===== src/sv/ppm_sum_frame_generator_unit_macros.svh =====
// Assertion macros shared by the PPM sum frame generator RTL.
`ifndef PPM_SUM_FRAME_GENERATOR_UNIT_MACROS_SVH
`define PPM_SUM_FRAME_GENERATOR_UNIT_MACROS_SVH

// Same-cycle implication, checked on every rising clock edge out of reset.
`define PPMSFG_ASSERT_NOW(lbl, ante, cons) \
    lbl: assert property (@(posedge clk) disable iff (!rst_n) (ante) |-> (cons)) \
        else $error("PPM sum frame generator check failed");

// Next-cycle implication, checked on every rising clock edge out of reset.
`define PPMSFG_ASSERT_NEXT(lbl, ante, cons) \
    lbl: assert property (@(posedge clk) disable iff (!rst_n) (ante) |=> (cons)) \
        else $error("PPM sum frame generator check failed");

`endif


===== src/sv/ppmsfg_pkg.sv =====
// Types and constants of the PPM sum frame generator.
package ppmsfg_pkg;

    typedef enum logic [1:0] {
        MODE_SYNC = 2'd0,
        MODE_LOW  = 2'd1,
        MODE_HIGH = 2'd2
    } mode_t;

    typedef enum logic [2:0] {
        CFG_FRAME_TICKS  = 3'd0,
        CFG_LOW_TICKS    = 3'd1,
        CFG_MIN_US       = 3'd2,
        CFG_MAX_US       = 3'd3,
        CFG_TICKS_PER_US = 3'd4
    } cfg_idx_t;

    localparam logic OP_TICK  = 1'b0;
    localparam logic OP_WRITE = 1'b1;

    localparam logic [15:0] FRAME_TICKS_RST  = 16'd45000;
    localparam logic [15:0] LOW_TICKS_RST    = 16'd600;
    localparam logic [15:0] MIN_US_RST       = 16'd1000;
    localparam logic [15:0] MAX_US_RST       = 16'd2000;
    localparam logic [4:0]  TICKS_PER_US_RST = 5'd2;

endpackage


===== src/sv/ppm_sum_frame_generator_unit.sv =====
// Top level of the PPM sum frame generator: channel table, tick sequencer and result register.
//
// Each input word is either one timer tick (operation = tick) or a write of one
// channel's width in microseconds. Every accepted word yields exactly one result
// word carrying the PPM pin level after that word, a clip flag for writes and a
// frame start flag for the tick that opens a new frame.
// Configuration registers are written over a separate valid/ready channel that is
// always ready; writes should only occur while the block is idle.
// The result is registered: the word accepted at one edge is presented at out_* from
// the next cycle on. Throughput is one word per cycle while the receiver does not
// stall, set by the single registered pass through the counter compare and the
// channel slot add, or through the clamp and the 16 by 5 bit multiply for a write.
// If the receiver stalls, the result register holds its word and in_ready falls;
// it rises again in the cycle the result is taken, so no cycle is lost.
// Reset (asynchronous, active low) loads the default configuration, fills every
// channel slot with the center width minus the separator width, starts in the
// sync gap with the pin high, and empties the result register.
`include "ppm_sum_frame_generator_unit_macros.svh"

module ppm_sum_frame_generator_unit
    import ppmsfg_pkg::*;
#(
    parameter int NUM_CHANNELS = 8,
    parameter int CENTER_TICKS = 3000
) (
    input  logic        clk,
    input  logic        rst_n,
    input  logic        in_valid,
    output logic        in_ready,
    input  logic        operation,
    input  logic [2:0]  channel,
    input  logic [15:0] width_us,
    output logic        out_valid,
    input  logic        out_ready,
    output logic        pin_level,
    output logic        clipped,
    output logic        frame_start,
    input  logic        cfg_valid,
    output logic        cfg_ready,
    input  logic [2:0]  cfg_index,
    input  logic [15:0] cfg_data
);

    localparam int CNT_W = $clog2(NUM_CHANNELS + 1);
    localparam int IDX_W = (NUM_CHANNELS > 1) ? $clog2(NUM_CHANNELS) : 1;
    localparam logic [15:0] SLOT_RST =
        (CENTER_TICKS > int'(LOW_TICKS_RST)) ?
        16'(CENTER_TICKS - int'(LOW_TICKS_RST)) : 16'd0;

    logic [15:0] frame_ticks_reg;
    logic [15:0] low_ticks_reg;
    logic [15:0] min_us_reg;
    logic [15:0] max_us_reg;
    logic [4:0]  ticks_per_us_reg;

    logic [15:0] table_reg [NUM_CHANNELS];

    mode_t            mode_reg, mode_next;
    logic [CNT_W-1:0] next_channel_reg, next_channel_next;
    logic [15:0]      counter_reg, counter_next;
    logic [15:0]      compare_reg, compare_next;
    logic             level_reg, level_next;

    logic out_valid_reg, out_valid_next;
    logic pin_level_reg;
    logic clipped_reg, clipped_next;
    logic frame_start_reg, frame_start_next;

    logic        in_accept;
    logic        is_tick;
    logic        is_write;
    logic [4:0]  channel_ext;
    logic [15:0] counter_inc;
    logic        match;
    logic        channels_done;
    logic [15:0] slot_value;
    logic [15:0] clamp_max;
    logic [15:0] clamp_us;
    logic        clip_hi;
    logic        clip_lo;
    logic [20:0] product;
    logic [20:0] diff;
    logic [15:0] slot_new;

    assign in_ready  = !out_valid_reg || out_ready;
    assign in_accept = in_valid && in_ready;
    assign cfg_ready = 1'b1;

    assign channel_ext = {2'b00, channel};
    assign is_tick  = in_accept && (operation == OP_TICK);
    assign is_write = in_accept && (operation == OP_WRITE)
                      && (channel_ext < 5'(NUM_CHANNELS));

    assign counter_inc   = counter_reg + 16'd1;
    assign match         = (counter_inc == compare_reg);
    assign channels_done = (next_channel_reg >= CNT_W'(NUM_CHANNELS));
    assign slot_value    = channels_done ? 16'd0 : table_reg[next_channel_reg[IDX_W-1:0]];

    assign clip_hi   = (width_us > max_us_reg);
    assign clamp_max = clip_hi ? max_us_reg : width_us;
    assign clip_lo   = (clamp_max < min_us_reg);
    assign clamp_us  = clip_lo ? min_us_reg : clamp_max;
    assign product   = 21'(clamp_us) * 21'(ticks_per_us_reg);
    assign diff      = product - 21'(low_ticks_reg);
    assign slot_new  = (product <= 21'(low_ticks_reg)) ? 16'd0 :
                       (diff > 21'h00FFFF) ? 16'hFFFF : diff[15:0];

    always_comb
    begin
        mode_next         = mode_reg;
        next_channel_next = next_channel_reg;
        counter_next      = counter_reg;
        compare_next      = compare_reg;
        level_next        = level_reg;
        frame_start_next  = 1'b0;
        if (is_tick)
        begin
            counter_next = counter_inc;
            if (match)
            begin
                case (mode_reg)
                    MODE_SYNC:
                    begin
                        level_next        = 1'b0;
                        counter_next      = 16'd0;
                        next_channel_next = '0;
                        compare_next      = low_ticks_reg;
                        mode_next         = MODE_LOW;
                        frame_start_next  = 1'b1;
                    end
                    MODE_LOW:
                    begin
                        level_next = 1'b1;
                        if (channels_done)
                        begin
                            compare_next = frame_ticks_reg;
                            mode_next    = MODE_SYNC;
                        end
                        else
                        begin
                            compare_next      = compare_reg + slot_value;
                            next_channel_next = next_channel_reg + CNT_W'(1);
                            mode_next         = MODE_HIGH;
                        end
                    end
                    default:
                    begin
                        level_next   = 1'b0;
                        compare_next = compare_reg + low_ticks_reg;
                        mode_next    = MODE_LOW;
                    end
                endcase
            end
        end
        clipped_next   = is_write && (clip_hi || clip_lo);
        out_valid_next = in_accept || (out_valid_reg && !out_ready);
    end

    always_ff @(posedge clk or negedge rst_n)
    begin
        if (!rst_n)
        begin
            frame_ticks_reg  <= FRAME_TICKS_RST;
            low_ticks_reg    <= LOW_TICKS_RST;
            min_us_reg       <= MIN_US_RST;
            max_us_reg       <= MAX_US_RST;
            ticks_per_us_reg <= TICKS_PER_US_RST;
        end
        else if (cfg_valid && cfg_ready)
        begin
            case (cfg_idx_t'(cfg_index))
                CFG_FRAME_TICKS:  frame_ticks_reg  <= cfg_data;
                CFG_LOW_TICKS:    low_ticks_reg    <= cfg_data;
                CFG_MIN_US:       min_us_reg       <= cfg_data;
                CFG_MAX_US:       max_us_reg       <= cfg_data;
                CFG_TICKS_PER_US: ticks_per_us_reg <= cfg_data[4:0];
                default:          ;
            endcase
        end
    end

    always_ff @(posedge clk or negedge rst_n)
    begin
        if (!rst_n)
        begin
            for (int i = 0; i < NUM_CHANNELS; i++)
            begin
                table_reg[i] <= SLOT_RST;
            end
        end
        else if (is_write)
        begin
            table_reg[channel_ext[IDX_W-1:0]] <= slot_new;
        end
    end

    always_ff @(posedge clk or negedge rst_n)
    begin
        if (!rst_n)
        begin
            mode_reg         <= MODE_SYNC;
            next_channel_reg <= '0;
            counter_reg      <= 16'd0;
            compare_reg      <= FRAME_TICKS_RST;
            level_reg        <= 1'b1;
            out_valid_reg    <= 1'b0;
        end
        else
        begin
            mode_reg         <= mode_next;
            next_channel_reg <= next_channel_next;
            counter_reg      <= counter_next;
            compare_reg      <= compare_next;
            level_reg        <= level_next;
            out_valid_reg    <= out_valid_next;
        end
    end

    always_ff @(posedge clk)
    begin
        if (in_accept)
        begin
            pin_level_reg   <= level_next;
            clipped_reg     <= clipped_next;
            frame_start_reg <= frame_start_next;
        end
    end

    assign out_valid   = out_valid_reg;
    assign pin_level   = pin_level_reg;
    assign clipped     = clipped_reg;
    assign frame_start = frame_start_reg;

    `PPMSFG_ASSERT_NOW(a_start_drives_low, out_valid_reg && frame_start_reg, !pin_level_reg)
    `PPMSFG_ASSERT_NOW(a_clip_not_start, out_valid_reg && clipped_reg, !frame_start_reg)
    `PPMSFG_ASSERT_NEXT(a_accept_gives_result, in_accept, out_valid_reg)
    `PPMSFG_ASSERT_NEXT(a_sync_step, is_tick && match && (mode_reg == MODE_SYNC), (mode_reg == MODE_LOW) && (counter_reg == 16'd0) && (next_channel_reg == '0))
    `PPMSFG_ASSERT_NOW(a_channel_bound, 1'b1, next_channel_reg <= CNT_W'(NUM_CHANNELS))

endmodule


===== config.mk =====
export PLATFORM = sky130hd
export DESIGN_NAME = ppm_sum_frame_generator_unit
export DESIGN_NICKNAME = d
export VERILOG_FILES = /design/src/sv/ppmsfg_pkg.sv /design/src/sv/ppm_sum_frame_generator_unit.sv
export VERILOG_INCLUDE_DIRS = /design/src /design/src/sv
export SDC_FILE = /design/constraint.sdc
export NUM_CORES = 1
export LEC_CHECK = 0
export BUFFER_PORTS_ARGS = -buffer_cell sky130_fd_sc_hd__buf_2
export CAP_MARGIN = 10
export CORE_MARGIN = 10
export CORE_UTILIZATION = 48
export CTS_CLUSTER_SIZE = 30
export DETAILED_ROUTE_END_ITERATION = 10
export HOLD_SLACK_MARGIN = 0.08
export PLACE_DENSITY = 0.64
export SETUP_SLACK_MARGIN = 0.05
export SYNTH_ARGS = -nofsm -noshare
export SYNTH_HDL_FRONTEND = slang
export SYNTH_SLANG_ARGS = --single-unit

===== constraint.sdc =====
create_clock -name clk -period 25.6 [get_ports clk]
set_input_delay 1.28 -clock clk [delete_from_list [all_inputs] [get_ports clk]]
set_output_delay 1.28 -clock clk [all_outputs]
set_load 0.02 [all_outputs]

# Word level (Yosys, flattened, before mapping)
# Cells that the tools add are included.
op_classes:
  n_lt_le_gt_ge: 9
  addsub: 5
  div: 0
  bitwise_logic: 3
  shifts: 0
  n_mux: 23
  n_mul: 1
  reduce_logical: 22
  eq_ne: 7
op_table:
  columns: ["cell", "count"]
  rows:
  - ["2-to-1 mux 16 bit", 11]
  - ["bitwise mux 128 bit", 1]
  - ["binary-select mux 16 bit (select 3 bit)", 1]
  - ["demux 16 bit (select 3 bit)", 1]
  - ["adder 16 bit", 2]
  - ["case mux 16 bit (2 select lines)", 1]
  - ["greater-than comparator 21 x 16 -> 1 bit, second input constant", 1]
  - ["less-or-equal comparator 21 x 16 -> 1 bit", 1]
  - ["multiplier 16 x 5 -> 21 bit", 1]
  - ["subtractor 21 x 16 -> 21 bit", 1]
  - ["adder 16 x 1 -> 16 bit, second input constant", 1]
  - ["equality test 16 bit", 1]
  - ["greater-than comparator 16 bit", 1]
  - ["< comparator 16 bit", 1]
  - ["greater-or-equal comparator 4 bit, second input constant", 3]
  - ["AND reduction 2 bit", 6]
  - ["NOT 3 -> 4 bit", 2]
  - ["case mux 4 bit (2 select lines)", 1]
  - ["logical AND 1 bit", 7]
  - ["equality test 3 x 2 -> 1 bit, second input constant", 2]
  - ["adder 4 x 1 -> 4 bit, second input constant", 1]
  - ["< comparator 3 x 4 -> 1 bit, second input constant", 1]
  - ["< comparator 4 x 1 -> 1 bit, second input constant", 1]
  - ["2-to-1 mux 1 bit", 4]
  - ["other kinds (13)", 17]
totals:
  elab_cells: 92
  mem_count: 0
  ramBits: 0
  out_inout_bits: 6
  inputBits: 44
  ff_bits: 240
  rom_bits: 0
  latchBits: 0

# Longest topological paths before layout
depth:
  word_depth: 10
  ltp_mapped: 46

# Worst setup path after synthesis
# No wires, ideal clock.
synth_path:
  path_type: "input -> register"
  start: "input port width_us[13]"
  end: "register table_reg[96] (netlist name)"
  n_path_buf: 5
  setup_time_ps: 157
  setup_slack_ps: 14294
  path_stages: 40
  t_arrival_ps: 11149
  path_cell_list: "ha_1 > nand4_1 > or2_2 > o311ai_0 > and2_1 > clkbuf_1 > buf_2 > mux2_2 > ha_1 > a21o_1 > a21o_1 > a21o_1 > a21o_1 > a21o_1 > a21o_1 > a221oi_1 > clkbuf_1 > nand3_1 > [4 not listed] > fa_1 > inv_1 > ha_1 > a2111oi_0 > o21ai_1 > a21boi_0 > a21o_1 > a21oi_1 > xnor2_1 > ha_1 > nand4_1 > or3_1 > a41oi_1 > a41oi_1 > o22ai_1 > clkbuf_1 > clkbuf_1 > a41oi_1"
synth_via:
  elab_chain_cells: 10
  word_cells_on_any_way: 11
  classes_between: "1 x add/sub; 1 x mul; 4 x order compare; 5 x mux"
synth_rtl:
  columns: ["item", "line", "rtl"]
  rows:
  - ["start, declared", "ppm_sum_frame_generator_unit.sv:32", "input logic [15:0] width_us,"]
  - ["greater-than comparator 16 bit", "ppm_sum_frame_generator_unit.sv:99", "assign clip_hi = (width_us > max_us_reg);"]
  - ["2-to-1 mux 16 bit (*)", "ppm_sum_frame_generator_unit.sv:100", "assign clamp_max = clip_hi ? max_us_reg : width_us;"]
  - ["< comparator 16 bit", "ppm_sum_frame_generator_unit.sv:101", "assign clip_lo = (clamp_max < min_us_reg);"]
  - ["2-to-1 mux 16 bit (*)", "ppm_sum_frame_generator_unit.sv:102", "assign clamp_us = clip_lo ? min_us_reg : clamp_max;"]
  - ["multiplier 16 x 5 -> 21 bit (*)", "ppm_sum_frame_generator_unit.sv:103", "assign product = 21'(clamp_us) * 21'(ticks_per_us_reg);"]
  - ["subtractor 21 x 16 -> 21 bit", "ppm_sum_frame_generator_unit.sv:104", "assign diff = product - 21'(low_ticks_reg);"]
  - ["greater-than comparator 21 x 16 -> 1 bit", "ppm_sum_frame_generator_unit.sv:106", "(diff > 21'h00FFFF) ? 16'hFFFF : diff[15:0];"]
  - ["2-to-1 mux 16 bit", "ppm_sum_frame_generator_unit.sv:106", null]
  - ["2-to-1 mux 16 bit (*)", "ppm_sum_frame_generator_unit.sv:105", "assign slot_new = (product <= 21'(low_ticks_reg)) ? 16'd0 :"]
  - ["bitwise mux 128 bit (*)", "ppm_sum_frame_generator_unit.sv:193", "table_reg[channel_ext[IDX_W-1:0]] <= slot_new;"]
  - ["end signal, assigned by index", "ppm_sum_frame_generator_unit.sv:193", null]
  - ["end, declared", "ppm_sum_frame_generator_unit.sv:56", "logic [15:0] table_reg [NUM_CHANNELS];"]
# Every way passes the cells marked *; elsewhere a longest branch is shown, timed or not.
# A chain may end at the register's enable or synchronous reset.

# Final worst setup path
layout_path:
  start: "input port width_us[13]"
  end: "register table_reg[81] (netlist name)"
# Same word-level chain as after synthesis.

==> impl_results.rst <==
.. list-table::
   :header-rows: 1

   * - Metric
     - Value
   * - Final setup violation count
     - 0
   * - Critical Path AT
     - 13.28 ns
   * - DIE HEIGHT
     - 213 um
   * - Worst-case headroom to the max-slew limit
     - 20.8%
   * - Kind of launch point of the worst setup path
     - input pin
   * - Critical setup path kind
     - input pin to flip-flop
   * - Worst Hold Class
     - flip-flop to flip-flop
   * - Total of buffers placed on input and output ports
     - 48
   * - Number of standard-cell rows in the floorplan
     - 70
   * - Total core area
     - 36,800 um^2
   * - Max capacitance violation total
     - 0
   * - Routed Antenna Nets
     - 0
   * - Post-synth ARST share
     - 98.8%
   * - Final RePlAce weighted congestion
     - 0.908
   * - Fin nets
     - 2,139
   * - Kind of end point of the critical path
     - flip-flop
   * - Maximum fanout encountered on the critical timing path
     - 113
   * - WL/cell
     - 20.9 um
   * - Start point of the worst min-delay path
     - table_reg[54]
   * - Slowest-stage cell, CP
     - buf_4
   * - Buffers from clock root to sink, at most
     - 3
   * - Post-synthesis net count
     - 2,173
   * - Via/cell ratio
     - 6.16
   * - Layout cells sized above 1
     - 14.9%
   * - Max Fclk
     - 0.0775 GHz
   * - Remaining Overflow, GRT
     - 0
   * - Final-report hold violation count
     - 0
   * - Final Max Slew Viols
     - 0
   * - Run status
     - finished, final reports clean
   * - Via Count
     - 14,969
   * - Total CTS buffers
     - 29
   * - Total number of yosys warnings
     - 0
   * - CTS Sinks
     - 240
   * - Synth unique cells
     - 76
   * - Number of flops mapped to enable cells by yosys
     - 3
   * - Startpoint of the lowest-slack register-to-register path
     - max_us_reg[10]
   * - Number of detailed-route iterations in the first pass
     - 5
   * - Post-detailed-route DRC marker count
     - 0
   * - Buffer count from post-CTS setup fixing
     - 0
   * - CP Data Required Time
     - 25.97 ns
   * - Most prevalent standard cell on the critical path
     - a21o_1
   * - Top-level port count
     - 50
   * - Worst setup path start
     - width_us[13]
   * - Setup Skew
     - 0.0185 ns
   * - Unrepaired setup endpoints after global routing
     - false
   * - Clock-pin slew on the worst setup and hold paths
     - 0.06 ns
   * - Worst-Skew Late Latency
     - 0.58 ns
   * - Synthesis-stage register bit count
     - 240
   * - Post-synth top flop
     - dfrtp_1
   * - Share of the yosys chip area belonging to registers
     - 34.0%
   * - Cell count after synthesis
     - 1,975
   * - Sum of negative setup slack
     - 0 ns
   * - Number of buffers inserted by hold repair at cts
     - 0
   * - Die width
     - 213 um
   * - Root buffer cell
     - clkbuf_16
   * - Delay of the slowest cell on the worst path
     - 0.91 ns
   * - Depth of the CTS H-tree
     - 1
   * - Commonest non-fill, non-tap cell in the layout
     - nor2_1
   * - HPWL after detailed placement
     - 35,700 um
   * - Commonest non-fill, non-tap cells in the layout
     - nor2_1, dfrtp_1, a31oi_1, inv_1, ha_1
   * - Post-cts gate resize count
     - 0
   * - Number of antenna violations at the first check in global routing
     - 0
   * - Via count of the first global-routing pass
     - 14,496
   * - Syn Area/Cell
     - 9.09 um^2
   * - Maximum number of pins on one net before global-route repair
     - 114
   * - Final routed wirelength across all metal layers
     - 50,800 um
   * - Flip-flop count of the largest register after layout
     - 128
   * - Clock period minus final worst setup slack
     - 12.91 ns
   * - Initial Utilization
     - 48.8%
   * - Number of antenna cells inserted
     - 0
   * - TritonCTS clock tree
     - done
   * - Area growth syn-to-layout
     - 7.86%
   * - Global-route wire length before repair
     - 81,900 um
   * - Combined area of all synthesized cells
     - 18,000 um^2
   * - Share of the cycle needed by the critical path after routing
     - 50.4%
   * - Iteration-0 DRC Markers
     - 1,270
   * - Global-route usage over all layers
     - 22.3%
   * - Actual slew at the worst max-slew pin
     - 1.19 ns
   * - Area enclosed by the die boundary
     - 45,600 um^2
   * - Filler cell count in the final layout
     - 3,426
-- final timing paths --
kind | slack, ns | cells past startpoint | endpoint
max | 12.69 | 38 | table_reg[81]
min | 0.50 | 2 | table_reg[54]
max reg2reg | 12.99 | 38 | table_reg[81]
min reg2reg | 0.50 | 2 | table_reg[54]
max in group asynchronous | 22.45 | 3 | next_channel_reg[0]
min in group asynchronous | 0.77 | 1 | table_reg[45]
-- cells by family (layout without fill, tap and decap cells) --
logic type	Yosys count	count (layout)	synth area share [%]
adders and majority gates	154	154	12.6
other	1	1	0.0209
buffers and inverters	248	237	5.39
muxes	104	104	8.42
AOI/OAI and AO/OA	553	553	20.9
DFF	240	240	34.0
and+or+nand+nor	609	609	15.5
xor gates and xnor gates	66	66	3.22
-- final cells by class --
cell class              count  area, um^2  area share [%]
repair buffers             66         385            1.99
inverters                 117         439            2.27
flip-flops and latches    240        6110            31.5
multi-input cells        1487       11000            56.5
clock buffers              44         822            4.24
clock inverters            10        81.3           0.420
well taps                 468         586            3.02
-- cell usage after synthesis (56+ instances only) --
| cell | instances | area share, % |
|---|---|---|
| o21ai_0 | 90 | 2.5 |
| a31oi_1 | 138 | 4.8 |
| dfstp_2 | 68 | 9.9 |
| inv_1 | 116 | 2.4 |
| a21oi_1 | 75 | 2.1 |
| o211a_1 | 61 | 3.4 |
| nand2_1 | 105 | 2.2 |
| clkbuf_1 | 92 | 1.9 |
| dfrtp_1 | 169 | 24 |
| mux2_2 | 56 | 3.5 |
| ha_1 | 109 | 7.6 |
| nor2_1 | 315 | 6.6 |
-- worst max-delay path: cells and delay by family --
| kind | cells | cell delay (ns) |
|---|---|---|
| AOI/OAI and AO/OA | 18 | 4.42 |
| adders and majority gates | 7 | 2.84 |
| and+or+nand+nor | 6 | 2.43 |
| buffers and inverters | 5 | 1.59 |
| muxes | 1 | 0.48 |
| xor gates and xnor gates | 1 | 0.09 |
-- per-stage QoR --
step | util, % | area (um^2) | hold WS [ns] | std cells | worst slack [ns]
5_1_grt | 52.7 | 19400 | 0.517 | 2432 | 11.84
3_5_place_dp | 50.2 | 18500 | 0.491 | 2378 | 12.17
4_1_cts | 52.7 | 19400 | 0.499 | 2432 | 12.78
2_1_floorplan | - | 18000 | 0.465 | 1975 | 14.29
3_3_place_gp | 50.2 | 18500 | 0.487 | 2378 | 12.60
6_report | 52.7 | 19400 | 0.498 | 2432 | 12.69
-- layer usage --
layer,track usage (%),vias up,wire [um]
li1,-,7067,-
met1,31.9,7426,23400
met2,35.0,419,23200
met3,3.29,57,3080
met4,5.43,0,1110
met5,0,-,0
Power is left out: the tool's default activity adds up to more than one toggle a clock period on the data nets, which glitch-free logic cannot reach.
